$ cat config.mk
export PLATFORM = sky130hd
export DESIGN_NAME = lcg_keyed_xor_stream_cipher
export DESIGN_NICKNAME = d
export VERILOG_FILES = /design/src/sv/lkx_pkg.sv /design/src/sv/lkx_front.sv /design/src/sv/lkx_queue.sv /design/src/sv/lkx_back.sv /design/src/sv/lcg_keyed_xor_stream_cipher.sv
export SDC_FILE = /design/constraint.sdc
export NUM_CORES = 1
export LEC_CHECK = 0
export BUFFER_PORTS_ARGS = -buffer_cell sky130_fd_sc_hd__buf_2
export CORE_UTILIZATION = 50
export CTS_CLUSTER_SIZE = 40
export DETAILED_ROUTE_END_ITERATION = 8
export PLACE_DENSITY = 0.71
export SYNTH_ARGS = -nofsm -noshare
export SYNTH_HDL_FRONTEND = slang
export SYNTH_SLANG_ARGS = --single-unit
$ cat constraint.sdc
create_clock -name clock -period 12.4 [get_ports clock]
set_clock_uncertainty 0.05 [all_clocks]
set_input_delay 0.62 -clock clock [delete_from_list [all_inputs] [get_ports clock]]
set_output_delay 0.62 -clock clock [all_outputs]
set_load 0.05 [all_outputs]
$ cat src/sv/lkx_pkg.sv
// Shared types, constants and the key character set for the LCG keyed XOR stream cipher.
`timescale 1ns / 1ps
`default_nettype none
package lkx_pkg;

   localparam int KEY_LEN = 32;
   localparam int KEY_IDX_W = (KEY_LEN > 1) ? $clog2(KEY_LEN) : 1;

   localparam logic [31:0] LCG_MUL = 32'd214013;
   localparam logic [31:0] LCG_INC = 32'd2531011;

   localparam logic [14:0] CHARSET_SIZE = 15'd61;
   localparam logic [10:0] RECIP_61 = 11'd1074;

   localparam int QUEUE_DEPTH = 2;
   localparam int QUEUE_PTR_W = $clog2(QUEUE_DEPTH);
   localparam int QUEUE_CNT_W = $clog2(QUEUE_DEPTH + 1);

   localparam logic [1:0] ACT_RESEED = 2'd0;
   localparam logic [1:0] ACT_KEYGEN = 2'd1;
   localparam logic [1:0] ACT_ENCRYPT = 2'd2;
   localparam logic [1:0] ACT_NONE = 2'd3;

   typedef logic [1:0] cmd_type;
   localparam cmd_type CMD_RESEED = 2'd0;
   localparam cmd_type CMD_KEYGEN = 2'd1;
   localparam cmd_type CMD_ENCRYPT = 2'd2;

   typedef struct packed {
      cmd_type cmd;
      logic [7:0] data;
   } q_entry_type;

   typedef struct packed {
      logic empty;
      logic full;
   } q_status_type;

   function automatic logic [7:0] charset(input logic [5:0] idx);
      logic [7:0] code;
      code = {2'b00, idx};
      if (idx < 6'd26) begin
         charset = 8'h61 + code;
      end else if (idx < 6'd52) begin
         charset = 8'h41 + code - 8'd26;
      end else begin
         charset = 8'h31 + code - 8'd52;
      end
   endfunction

endpackage
`default_nettype wire

$ cat src/sv/lkx_front.sv
// Front end: accepts requests, decodes the action and pushes commands into the queue.
`timescale 1ns / 1ps
`default_nettype none
module lkx_front (
   input  wire logic                 req_tvalid,
   output logic                      req_tready,
   input  wire logic [15:0]          req_tdata,  // [1:0] action, [9:2] data_in
   input  wire lkx_pkg::q_status_type q_stat,
   output logic                      q_push,
   output lkx_pkg::q_entry_type      q_wdata
);
   import lkx_pkg::*;

   logic [1:0] action;
   logic       cmd_ok;

   assign action = req_tdata[1:0];
   assign req_tready = !q_stat.full;

   always_comb begin
      cmd_ok = 1'b1;
      q_wdata.data = req_tdata[9:2];
      unique case (action)
         ACT_RESEED: q_wdata.cmd = CMD_RESEED;
         ACT_KEYGEN: q_wdata.cmd = CMD_KEYGEN;
         ACT_ENCRYPT: q_wdata.cmd = CMD_ENCRYPT;
         default: begin
            q_wdata.cmd = CMD_RESEED;
            cmd_ok = 1'b0;
         end
      endcase
   end

   // Unused action codes are accepted and dropped here.
   assign q_push = req_tvalid && req_tready && cmd_ok;

endmodule
`default_nettype wire

$ cat src/sv/lkx_queue.sv
// Short command queue between the front end and the execution back end.
`timescale 1ns / 1ps
`default_nettype none
module lkx_queue (
   input  wire logic                 clock,
   input  wire logic                 reset,
   input  wire logic                 q_push,
   input  wire lkx_pkg::q_entry_type q_wdata,
   input  wire logic                 q_pop,
   output lkx_pkg::q_entry_type      q_rdata,
   output lkx_pkg::q_status_type     q_stat
);
   import lkx_pkg::*;

   q_entry_type mem_ff [QUEUE_DEPTH];
   logic [QUEUE_PTR_W-1:0] wr_ptr_ff, wr_ptr_in;
   logic [QUEUE_PTR_W-1:0] rd_ptr_ff, rd_ptr_in;
   logic [QUEUE_CNT_W-1:0] count_ff, count_in;

   assign q_stat.empty = (count_ff == '0);
   assign q_stat.full = (count_ff == QUEUE_CNT_W'(QUEUE_DEPTH));
   assign q_rdata = mem_ff[rd_ptr_ff];

   always_comb begin
      wr_ptr_in = wr_ptr_ff;
      rd_ptr_in = rd_ptr_ff;
      count_in = count_ff;
      if (q_push) begin
         wr_ptr_in = (wr_ptr_ff == QUEUE_PTR_W'(QUEUE_DEPTH - 1)) ? '0 : wr_ptr_ff + 1'b1;
      end
      if (q_pop) begin
         rd_ptr_in = (rd_ptr_ff == QUEUE_PTR_W'(QUEUE_DEPTH - 1)) ? '0 : rd_ptr_ff + 1'b1;
      end
      if (q_push && !q_pop) begin
         count_in = count_ff + 1'b1;
      end else if (q_pop && !q_push) begin
         count_in = count_ff - 1'b1;
      end
   end

   always_ff @(posedge clock) begin
      if (reset) begin
         wr_ptr_ff <= '0;
         rd_ptr_ff <= '0;
         count_ff <= '0;
      end else begin
         wr_ptr_ff <= wr_ptr_in;
         rd_ptr_ff <= rd_ptr_in;
         count_ff <= count_in;
      end
   end

   always_ff @(posedge clock) begin
      if (q_push) begin
         mem_ff[wr_ptr_ff] <= q_wdata;
      end
   end

endmodule
`default_nettype wire

$ cat src/sv/lkx_back.sv
// Back end: generator, key store, key sequencer, XOR path and the response register.
`timescale 1ns / 1ps
`default_nettype none
module lkx_back (
   input  wire logic                  clock,
   input  wire logic                  reset,
   input  wire logic                  csr_wen,
   input  wire logic [31:0]           csr_wdata,
   input  wire lkx_pkg::q_entry_type  q_rdata,
   input  wire lkx_pkg::q_status_type q_stat,
   output logic                       q_pop,
   output logic                       rsp_tvalid,
   input  wire logic                  rsp_tready,
   output logic [7:0]                 rsp_tdata,  // [7:0] data_out
   output logic                       rsp_tuser,  // [0] is_key
   output logic                       rsp_tlast
);
   import lkx_pkg::*;

   localparam logic [1:0] PH_IDLE = 2'd0;
   localparam logic [1:0] PH_STEP = 2'd1;
   localparam logic [1:0] PH_DIV = 2'd2;
   localparam logic [1:0] PH_EMIT = 2'd3;

   logic [31:0] seed_ff;
   logic [31:0] gen_ff, gen_in;
   logic [1:0]  phase_ff, phase_in;
   logic [KEY_IDX_W-1:0] cnt_ff, cnt_in;
   logic [KEY_IDX_W-1:0] pos_ff, pos_in;
   logic [7:0]  key_ff [KEY_LEN];
   logic [14:0] r_ff, r_in;
   logic [25:0] prod_ff, prod_in;
   logic        out_vld_ff, out_vld_in;
   logic [7:0]  out_data_ff, out_data_in;
   logic        out_key_ff, out_key_in;
   logic        out_last_ff, out_last_in;

   logic        out_free;
   logic        key_wen;
   logic [7:0]  key_char;
   logic [9:0]  quot;
   logic [14:0] rem_raw;
   logic [14:0] rem_fix;

   assign out_free = !out_vld_ff || rsp_tready;

   // The quotient estimate is low by at most one, so one correction step suffices.
   assign quot = prod_ff[25:16];
   assign rem_raw = r_ff - 15'(quot * CHARSET_SIZE);
   assign rem_fix = (rem_raw >= CHARSET_SIZE) ? rem_raw - CHARSET_SIZE : rem_raw;
   assign key_char = charset(rem_fix[5:0]);

   always_comb begin
      gen_in = gen_ff;
      phase_in = phase_ff;
      cnt_in = cnt_ff;
      pos_in = pos_ff;
      r_in = r_ff;
      prod_in = prod_ff;
      out_vld_in = out_vld_ff && !rsp_tready;
      out_data_in = out_data_ff;
      out_key_in = out_key_ff;
      out_last_in = out_last_ff;
      q_pop = 1'b0;
      key_wen = 1'b0;
      unique case (phase_ff)
         PH_IDLE: begin
            if (!q_stat.empty) begin
               unique case (q_rdata.cmd)
                  CMD_RESEED: begin
                     q_pop = 1'b1;
                     gen_in = seed_ff;
                  end
                  CMD_KEYGEN: begin
                     q_pop = 1'b1;
                     cnt_in = '0;
                     phase_in = PH_STEP;
                  end
                  CMD_ENCRYPT: begin
                     if (out_free) begin
                        q_pop = 1'b1;
                        out_vld_in = 1'b1;
                        out_data_in = q_rdata.data ^ key_ff[pos_ff];
                        out_key_in = 1'b0;
                        out_last_in = 1'b1;
                        pos_in = (pos_ff == KEY_IDX_W'(KEY_LEN - 1)) ? '0 : pos_ff + 1'b1;
                     end
                  end
                  default: begin
                     q_pop = 1'b1;
                  end
               endcase
            end
         end
         PH_STEP: begin
            gen_in = gen_ff * LCG_MUL + LCG_INC;
            phase_in = PH_DIV;
         end
         PH_DIV: begin
            r_in = gen_ff[30:16];
            prod_in = 26'(gen_ff[30:16] * RECIP_61);
            phase_in = PH_EMIT;
         end
         PH_EMIT: begin
            if (out_free) begin
               key_wen = 1'b1;
               out_vld_in = 1'b1;
               out_data_in = key_char;
               out_key_in = 1'b1;
               out_last_in = (cnt_ff == KEY_IDX_W'(KEY_LEN - 1));
               if (cnt_ff == KEY_IDX_W'(KEY_LEN - 1)) begin
                  pos_in = '0;
                  phase_in = PH_IDLE;
               end else begin
                  cnt_in = cnt_ff + 1'b1;
                  phase_in = PH_STEP;
               end
            end
         end
         default: begin
            phase_in = PH_IDLE;
         end
      endcase
   end

   always_ff @(posedge clock) begin
      if (reset) begin
         seed_ff <= '0;
         gen_ff <= '0;
         phase_ff <= PH_IDLE;
         cnt_ff <= '0;
         pos_ff <= '0;
         out_vld_ff <= 1'b0;
         for (int i = 0; i < KEY_LEN; i++) begin
            key_ff[i] <= '0;
         end
      end else begin
         if (csr_wen) begin
            seed_ff <= csr_wdata;
         end
         gen_ff <= gen_in;
         phase_ff <= phase_in;
         cnt_ff <= cnt_in;
         pos_ff <= pos_in;
         out_vld_ff <= out_vld_in;
         if (key_wen) begin
            key_ff[cnt_ff] <= key_char;
         end
      end
   end

   always_ff @(posedge clock) begin
      r_ff <= r_in;
      prod_ff <= prod_in;
      out_data_ff <= out_data_in;
      out_key_ff <= out_key_in;
      out_last_ff <= out_last_in;
   end

   assign rsp_tvalid = out_vld_ff;
   assign rsp_tdata = out_data_ff;
   assign rsp_tuser = out_key_ff;
   assign rsp_tlast = out_last_ff;

endmodule
`default_nettype wire

$ cat src/sv/lcg_keyed_xor_stream_cipher.sv
// Top level of the LCG keyed XOR stream cipher: front end, command queue and back end.
// An encrypt response is registered; one request per cycle while the response side is ready.
// A new-key request gives 32 key characters, each from a generator step, a reciprocal
// multiply and a remainder and lookup, once the key sequencer takes it from the queue;
// the key sequencer paces the characters and holds while the response side stalls.
// A reseed request loads the generator from the seed and gives no response.
// Synchronous reset clears the seed, generator state, key position and key store at once.
`timescale 1ns / 1ps
`default_nettype none
module lcg_keyed_xor_stream_cipher (
   input  wire logic        clock,
   input  wire logic        reset,
   input  wire logic        csr_wen,
   input  wire logic [31:0] csr_wdata,
   input  wire logic        req_tvalid,
   output logic             req_tready,
   input  wire logic [15:0] req_tdata,  // [1:0] action, [9:2] data_in
   output logic             rsp_tvalid,
   input  wire logic        rsp_tready,
   output logic [7:0]       rsp_tdata,  // [7:0] data_out
   output logic             rsp_tuser,  // [0] is_key
   output logic             rsp_tlast
);
   import lkx_pkg::*;

   q_status_type q_stat;
   q_entry_type  q_wdata;
   q_entry_type  q_rdata;
   logic         q_push;
   logic         q_pop;

   lkx_front u_front (
      .req_tvalid (req_tvalid),
      .req_tready (req_tready),
      .req_tdata  (req_tdata),
      .q_stat     (q_stat),
      .q_push     (q_push),
      .q_wdata    (q_wdata)
   );

   lkx_queue u_queue (
      .clock   (clock),
      .reset   (reset),
      .q_push  (q_push),
      .q_wdata (q_wdata),
      .q_pop   (q_pop),
      .q_rdata (q_rdata),
      .q_stat  (q_stat)
   );

   lkx_back u_back (
      .clock      (clock),
      .reset      (reset),
      .csr_wen    (csr_wen),
      .csr_wdata  (csr_wdata),
      .q_rdata    (q_rdata),
      .q_stat     (q_stat),
      .q_pop      (q_pop),
      .rsp_tvalid (rsp_tvalid),
      .rsp_tready (rsp_tready),
      .rsp_tdata  (rsp_tdata),
      .rsp_tuser  (rsp_tuser),
      .rsp_tlast  (rsp_tlast)
   );

   a_pop_not_empty: assert property (@(posedge clock) disable iff (reset)
      q_pop |-> !q_stat.empty)
      else $error("Back end popped an empty queue.");

   a_cipher_is_last: assert property (@(posedge clock) disable iff (reset)
      (rsp_tvalid && !rsp_tuser) |-> rsp_tlast)
      else $error("Ciphertext response without last flag.");

   a_reset_quiet: assert property (@(posedge clock)
      $past(reset) |-> !rsp_tvalid)
      else $error("Response valid right after reset.");

   a_push_has_room: assert property (@(posedge clock) disable iff (reset)
      q_push |-> !q_stat.full)
      else $error("Front end pushed into a full queue.");

endmodule
`default_nettype wire

# Word-level counts from Yosys, hierarchy flattened
# Memory sizes are Yosys's and may differ from the RTL's. A register that Yosys moved wholly into a read port is not among the register bits.
# Index checks and enable logic that the tools add are counted.
[word_totals]
regBits = 131
ram_bits = 276
in_bits = 53
output_inout_bits = 12
word_cells = 146
mem_count = 2
[memory_table]
columns = ["memory", "depth", "word_bits", "rd", "rd_clocked_by_memory_dff", "wr", "line", "source"]
rows = [
  ["u_back.key_ff", 32, 8, 1, 1, 32, "lkx_back.sv:30", "logic [7:0] key_ff [KEY_LEN];"],
  ["u_queue.mem_ff", 2, 10, 1, 1, 1, "lkx_queue.sv:15", "q_entry_type mem_ff [QUEUE_DEPTH];"],
]
[op_classes]
add_sub_neg = 14
multipliers = 3
n_lt_le_gt_ge = 3
n_eq_ne = 18
mux = 66
n_bitwise = 1
n_reduce_logical = 25
[op_table]
columns = ["operator", "n"]
rows = [
  ["5-bit 2-to-1 mux", 13],
  ["32-bit 2-to-1 mux", 2],
  ["32-bit one-hot mux with 2 select lines", 1],
  ["8-bit 2-to-1 mux", 7],
  ["32-bit by 22-bit adder with 32-bit output (second input constant)", 1],
  ["32-bit by 18-bit multiplier with 32-bit output (second input constant)", 1],
  ["1-bit 2-to-1 mux", 29],
  ["15-bit by 10-bit multiplier with 25-bit output (second input constant)", 1],
  ["5-bit one-hot mux with 2 select lines", 2],
  ["7-bit by 6-bit adder with 8-bit output (first input constant)", 2],
  ["8-bit one-hot mux with 2 select lines", 1],
  ["15-bit by 6-bit >= comparator with 1-bit output (second input constant)", 1],
  ["10-bit by 6-bit multiplier with 15-bit output (second input constant)", 1],
  ["15-bit subtractor", 1],
  ["5-bit by 1-bit adder with 5-bit output (second input constant)", 2],
  ["2-bit equality test (second input constant)", 5],
  ["5-bit equality test (second input constant)", 2],
  ["2-bit 2-to-1 mux", 5],
  ["2-bit != test (second input constant)", 5],
  ["5-bit AND reduction", 2],
  ["2-bit zero test", 4],
  ["2-bit one-hot mux with 4 select lines", 1],
  ["8-bit OR reduction", 1],
  ["8-bit by 5-bit subtractor with 8-bit output (second input constant)", 1],
  ["21 further kinds", 39],
]

# Longest topological paths before layout
[logic_depth]
ltp_word = 10
depth_mapped = 28
mapped_depth_nobuf = 24

# Cells and area by module
# Synthesis repeated with hierarchy kept, for this count alone.
[hier_totals]
cells_unflattened = 2397
hier_area_um2 = 28085.7
[by_module_without_submodules]
columns = ["module", "n_inst", "cells_per_inst", "area_per_inst_um2"]
rows = [
  ["lkx_back", 1, 2331, 27068.5],
  ["lkx_queue", 1, 53, 925.9],
  ["lkx_front", 1, 13, 91.3],
]

# Least setup slack after synthesis
# No wires, ideal clock.
[synth_timing]
kind = "register -> register"
start = "register u_back.prod_ff[16]"
end = "memory u_back.key_ff[11][4], data pin"
setup_time_ps = 259
arrival_time_ps = 6571
required_time_ps = 12091
setup_slack_ps = 5520
path_stages_with_launch = 24
path_buffers = 4
period_less_slack_ps = 6880
cell_sequence = "edfxtp_1 > fa_1 > fa_1 > fa_1 > inv_1 > fa_1 > ha_1 > clkbuf_1 > o21a_1 > or2_2 > a31oi_4 > xnor2_1 > a2111oi_2 > o211ai_2 > buf_6 > xnor2_2 > clkbuf_1 > ha_1 > inv_1 > or4_4 > and3_4 > a211oi_4 > buf_6 > nor2_1"
[synth_rtl]
columns = ["element", "line", "source"]
rows = [
  ["from (decl)", "lkx_back.sv:32", "logic [25:0] prod_ff, prod_in;"],
  ["from (signal assigned)", "lkx_back.sv:154", "prod_ff <= prod_in;"],
  ["to (decl)", "lkx_back.sv:30", ""],
]

# Final worst setup path
[layout_timing]
start = "register u_back.gen_ff[4]"
end = "register u_back.gen_ff[22]"
[layout_via]
elab_chain_cells = 3
[layout_rtl]
columns = ["element", "line", "source"]
rows = [
  ["from (decl)", "lkx_back.sv:26", "logic [31:0] gen_ff, gen_in;"],
  ["from (signal assigned)", "lkx_back.sv:141", "gen_ff <= gen_in;"],
  ["32-bit by 18-bit multiplier with 32-bit output", "lkx_back.sv:96", "gen_in = gen_ff * LCG_MUL + LCG_INC;"],
  ["32-bit by 22-bit adder with 32-bit output", "lkx_back.sv:96", ""],
  ["32-bit one-hot mux with 2 select lines", "lkx_back.sv:66", "unique case (phase_ff)"],
]
# No other way between the ends.
# A chain may end at the register's enable or synchronous reset.

==> out/results.tsv <==
stage	metric	value	unit
synthesis	Yosys cell types	83	
place	post-DP HPWL	45200	um
layout	layout cell share with drive strength beyond 1	0.101	
route	drt first-iter violations	1358	
clock_tree	hold buffer count at cts	0	
clock_tree	clock-pin slew on the worst setup and hold paths	60	ps
clock_tree	TritonCTS clock tree	built	
route	vias	17800	
route	DR WL/cell	19.4	um
timing	setup violators final	0	
clock_tree	Clock Path Buffers	3	
floorplanning	I/O Pins	65	
clock_tree	total clock sinks	396	
layout	end-of-flow core utilization	0.553	
timing	crit path time final	7350	ps
clock_tree	setup bufs post-CTS	0	
global_route	first-pass GRT wire length	101000	um
layout	antenna cells	0	
route	DR vias/cell	5.53	
timing	setup tns final	0	ps
synthesis	Cells after Synth	2373	
critical_path	crit-path max FO	10	
floorplanning	Die Span Y	238	um
layout	Fill cells	4589	
timing	fin crit share	0.593	
layout	register area	11000	sq um
route	TritonRoute pass-1 iters	5	
floorplanning	Die X	238	um
critical_path	CP Class	reg -> reg	
synthesis	post-synthesis sequential area ratio	0.395	
worst_hold_path	hold crit path type	in -> reg	
clock_tree	cts repair resizes	0	
timing	actual slew at the worst max-slew pin	1140	ps
synthesis	EDFF count, synth	311	
status	outcome	finished, final reports clean	
synthesis	Syn Area/Cell	11.8	sq um
synthesis	share of the synthesized area in the top cell type	0.334	
global_route	vias in the first global route	18700	
timing	Slew Limit Fails	0	
place	GP Congestion	0.870	
critical_path	Worst EP arrival	7780	ps
synthesis	count leader, synth	nor2_1	
run	max_cap viols	0	
floorplanning	Die ar.	56800	sq um
route	Final ANT Viol Nets	0	
clock_tree	CTS buffer count	42	
route	DRC errors left	0	
global_route	pin count of the biggest net entering global routing	65	
floorplanning	Std-Cell Rows	86	
synthesis	ranking of synthesized cells by area	edfxtp_1, fa_1, ha_1	
critical_path	Worst EP required	12820	ps
floorplanning	Starting Density	0.507	
synthesis	ys flop type	edfxtp_1	
route	total wire length	62200	um
synthesis	Synth area leader	edfxtp_1	
timing	Rel. slew slack	0.238	
global_route	antenna violations before repair	3	
clock_tree	H-tree levels	2	
clock_tree	worst skew pair latency	590	ps
layout	Syn-to-layout area delta	9.12	%
synthesis	Ys Warns	0	
synthesis	fraction of registers with async set/reset	0	
clock_tree	clock root buffer	clkbuf_16	
floorplanning	core region area	55100	sq um
timing	minimum hold slack	168	ps
timing	final hold viol count	0	
critical_path	CP Launch Type	register	
timing	RSZ-0062 raised after global routing	no	
timing	fmax	136	MHz
synthesis	synthesized cell area	27900	sq um
layout	area of the multi-input gates	15400	sq um
critical_path	Worst Setup End Kind	register	
layout	Nets	2957	
synthesis	Commonest cells post-synth	nor2_1, inv_1, edfxtp_1, ha_1, fa_1	
synthesis	Synth Register Bits	396	
place	Port-buffer cells	57	
global_route	Overall Global Routing Usage	0.229	
global_route	total grt overflow	0	
## worst max-delay path, cell delays in order, from the launching register on
cell and delay [ps]:
dfxtp_1 770, inv_1 110, ha_1 410, fa_1 500, fa_1 410, ha_1 290
inv_1 50, fa_1 480, inv_1 60, fa_1 480, ha_1 370, a21o_1 200
a21o_1 180, o21ai_0 330, a31oi_1 260, a221o_1 420, a21oi_1 590, o21ai_0 210
a21oi_1 310, mux2i_1 210, o21ai_0 200, a221oi_1 300
## stage by stage
step	instances	cell area [sq um]	setup WS, ps
after floorplan	2404	28000	5520
after global placement	3134	29000	5180
after detailed placement	3134	29000	5080
after CTS	3210	30500	5070
after global routing	3210	30500	4630
final	3210	30500	5050
## layout by cell type, fill, tap and decap left out, drive strengths merged, types with 6 or more instances in the layout
| cell type | n |
|---|---|
| nor2 | 348 |
| nand3 | 12 |
| clkinv | 12 |
| nand2b | 16 |
| o21bai | 7 |
| buf | 76 |
| a21o | 18 |
| clkbuf | 50 |
| o31ai | 6 |
| a31oi | 6 |
| conb | 32 |
| a21oi | 80 |
| a211oi | 25 |
| mux2i | 60 |
| and3 | 7 |
| dfxtp | 85 |
| o211ai | 13 |
| a221oi | 9 |
| fa | 233 |
| edfxtp | 311 |
| o21a | 12 |
| a211o | 6 |
| or3 | 6 |
| bufinv | 7 |
| nor3 | 29 |
| mux4 | 80 |
| nand2 | 122 |
| xnor2 | 65 |
| o21ai | 44 |
| and2 | 8 |
| inv | 329 |
| nor2b | 8 |
| xor2 | 19 |
| ha | 241 |
| nor3b | 9 |
## layout make-up
| cell class | instances | share of cell area |
|---|---|---|
| clock buffer | 50 | 0.0358 |
| clock inverter | 26 | 0.0119 |
| inverter | 323 | 0.0398 |
| multi-input combinational | 1591 | 0.505 |
| sequential | 396 | 0.362 |
| tap | 748 | 0.0307 |
| timing repair buffer | 76 | 0.0140 |
## logic make-up (layout without fill, tap and decap cells)
| kind of cell | count (synthesis) | in the layout | share of synthesized area |
|---|---|---|---|
| fa+ha+maj | 474 | 474 | 0.275 |
| simple gates | 589 | 589 | 0.0903 |
| flops | 396 | 396 | 0.395 |
| mux | 141 | 141 | 0.0864 |
| buf+inv | 417 | 475 | 0.0585 |
| xor+xnor | 85 | 85 | 0.0280 |
| other cells | 1 | 32 | 0.000134 |
| compound gates | 270 | 270 | 0.0663 |
## state kept, by name, indices dropped and copies added (netlist names), 8 cells and up, named ones only
| register | count |
|---|---|
| u_back.gen_ff | 31 |
| u_queue.mem_ff | 20 |
| u_back.prod_ff | 10 |
| u_back.key_ff | 256 |
| u_back.r_ff | 15 |
| u_back.seed_ff | 31 |
| u_back.rsp_tdata | 8 |
## metal layers
| metal | GRT usage | routed length, um | vias to the layer above |
|---|---|---|---|
| met3 | 0.0344 | 4090 | 115 |
| met4 | 0.0725 | 1920 | 2 |
| met5 | 0 | 12 | - |
| met2 | 0.396 | 31300 | 543 |
| met1 | 0.296 | 24900 | 8881 |
| li1 | - | - | 8211 |
## final timing paths
| check | from | end | cells after the start | slack (ps) |
|---|---|---|---|---|
| setup / recovery | u_back.gen_ff[4] | u_back.gen_ff[22] | 21 | 5050 |
| setup reg to reg | u_back.gen_ff[4] | u_back.gen_ff[22] | 21 | 5050 |
| hold / removal | req_tdata[2] | u_queue.mem_ff[1][0] | 1 | 170 |
| hold reg to reg | u_back.seed_ff[5] | u_back.seed_ff[5] | 2 | 440 |
Power is not shown: default switching activity piles up to over one toggle a cycle in this logic, so the estimate is an artifact.
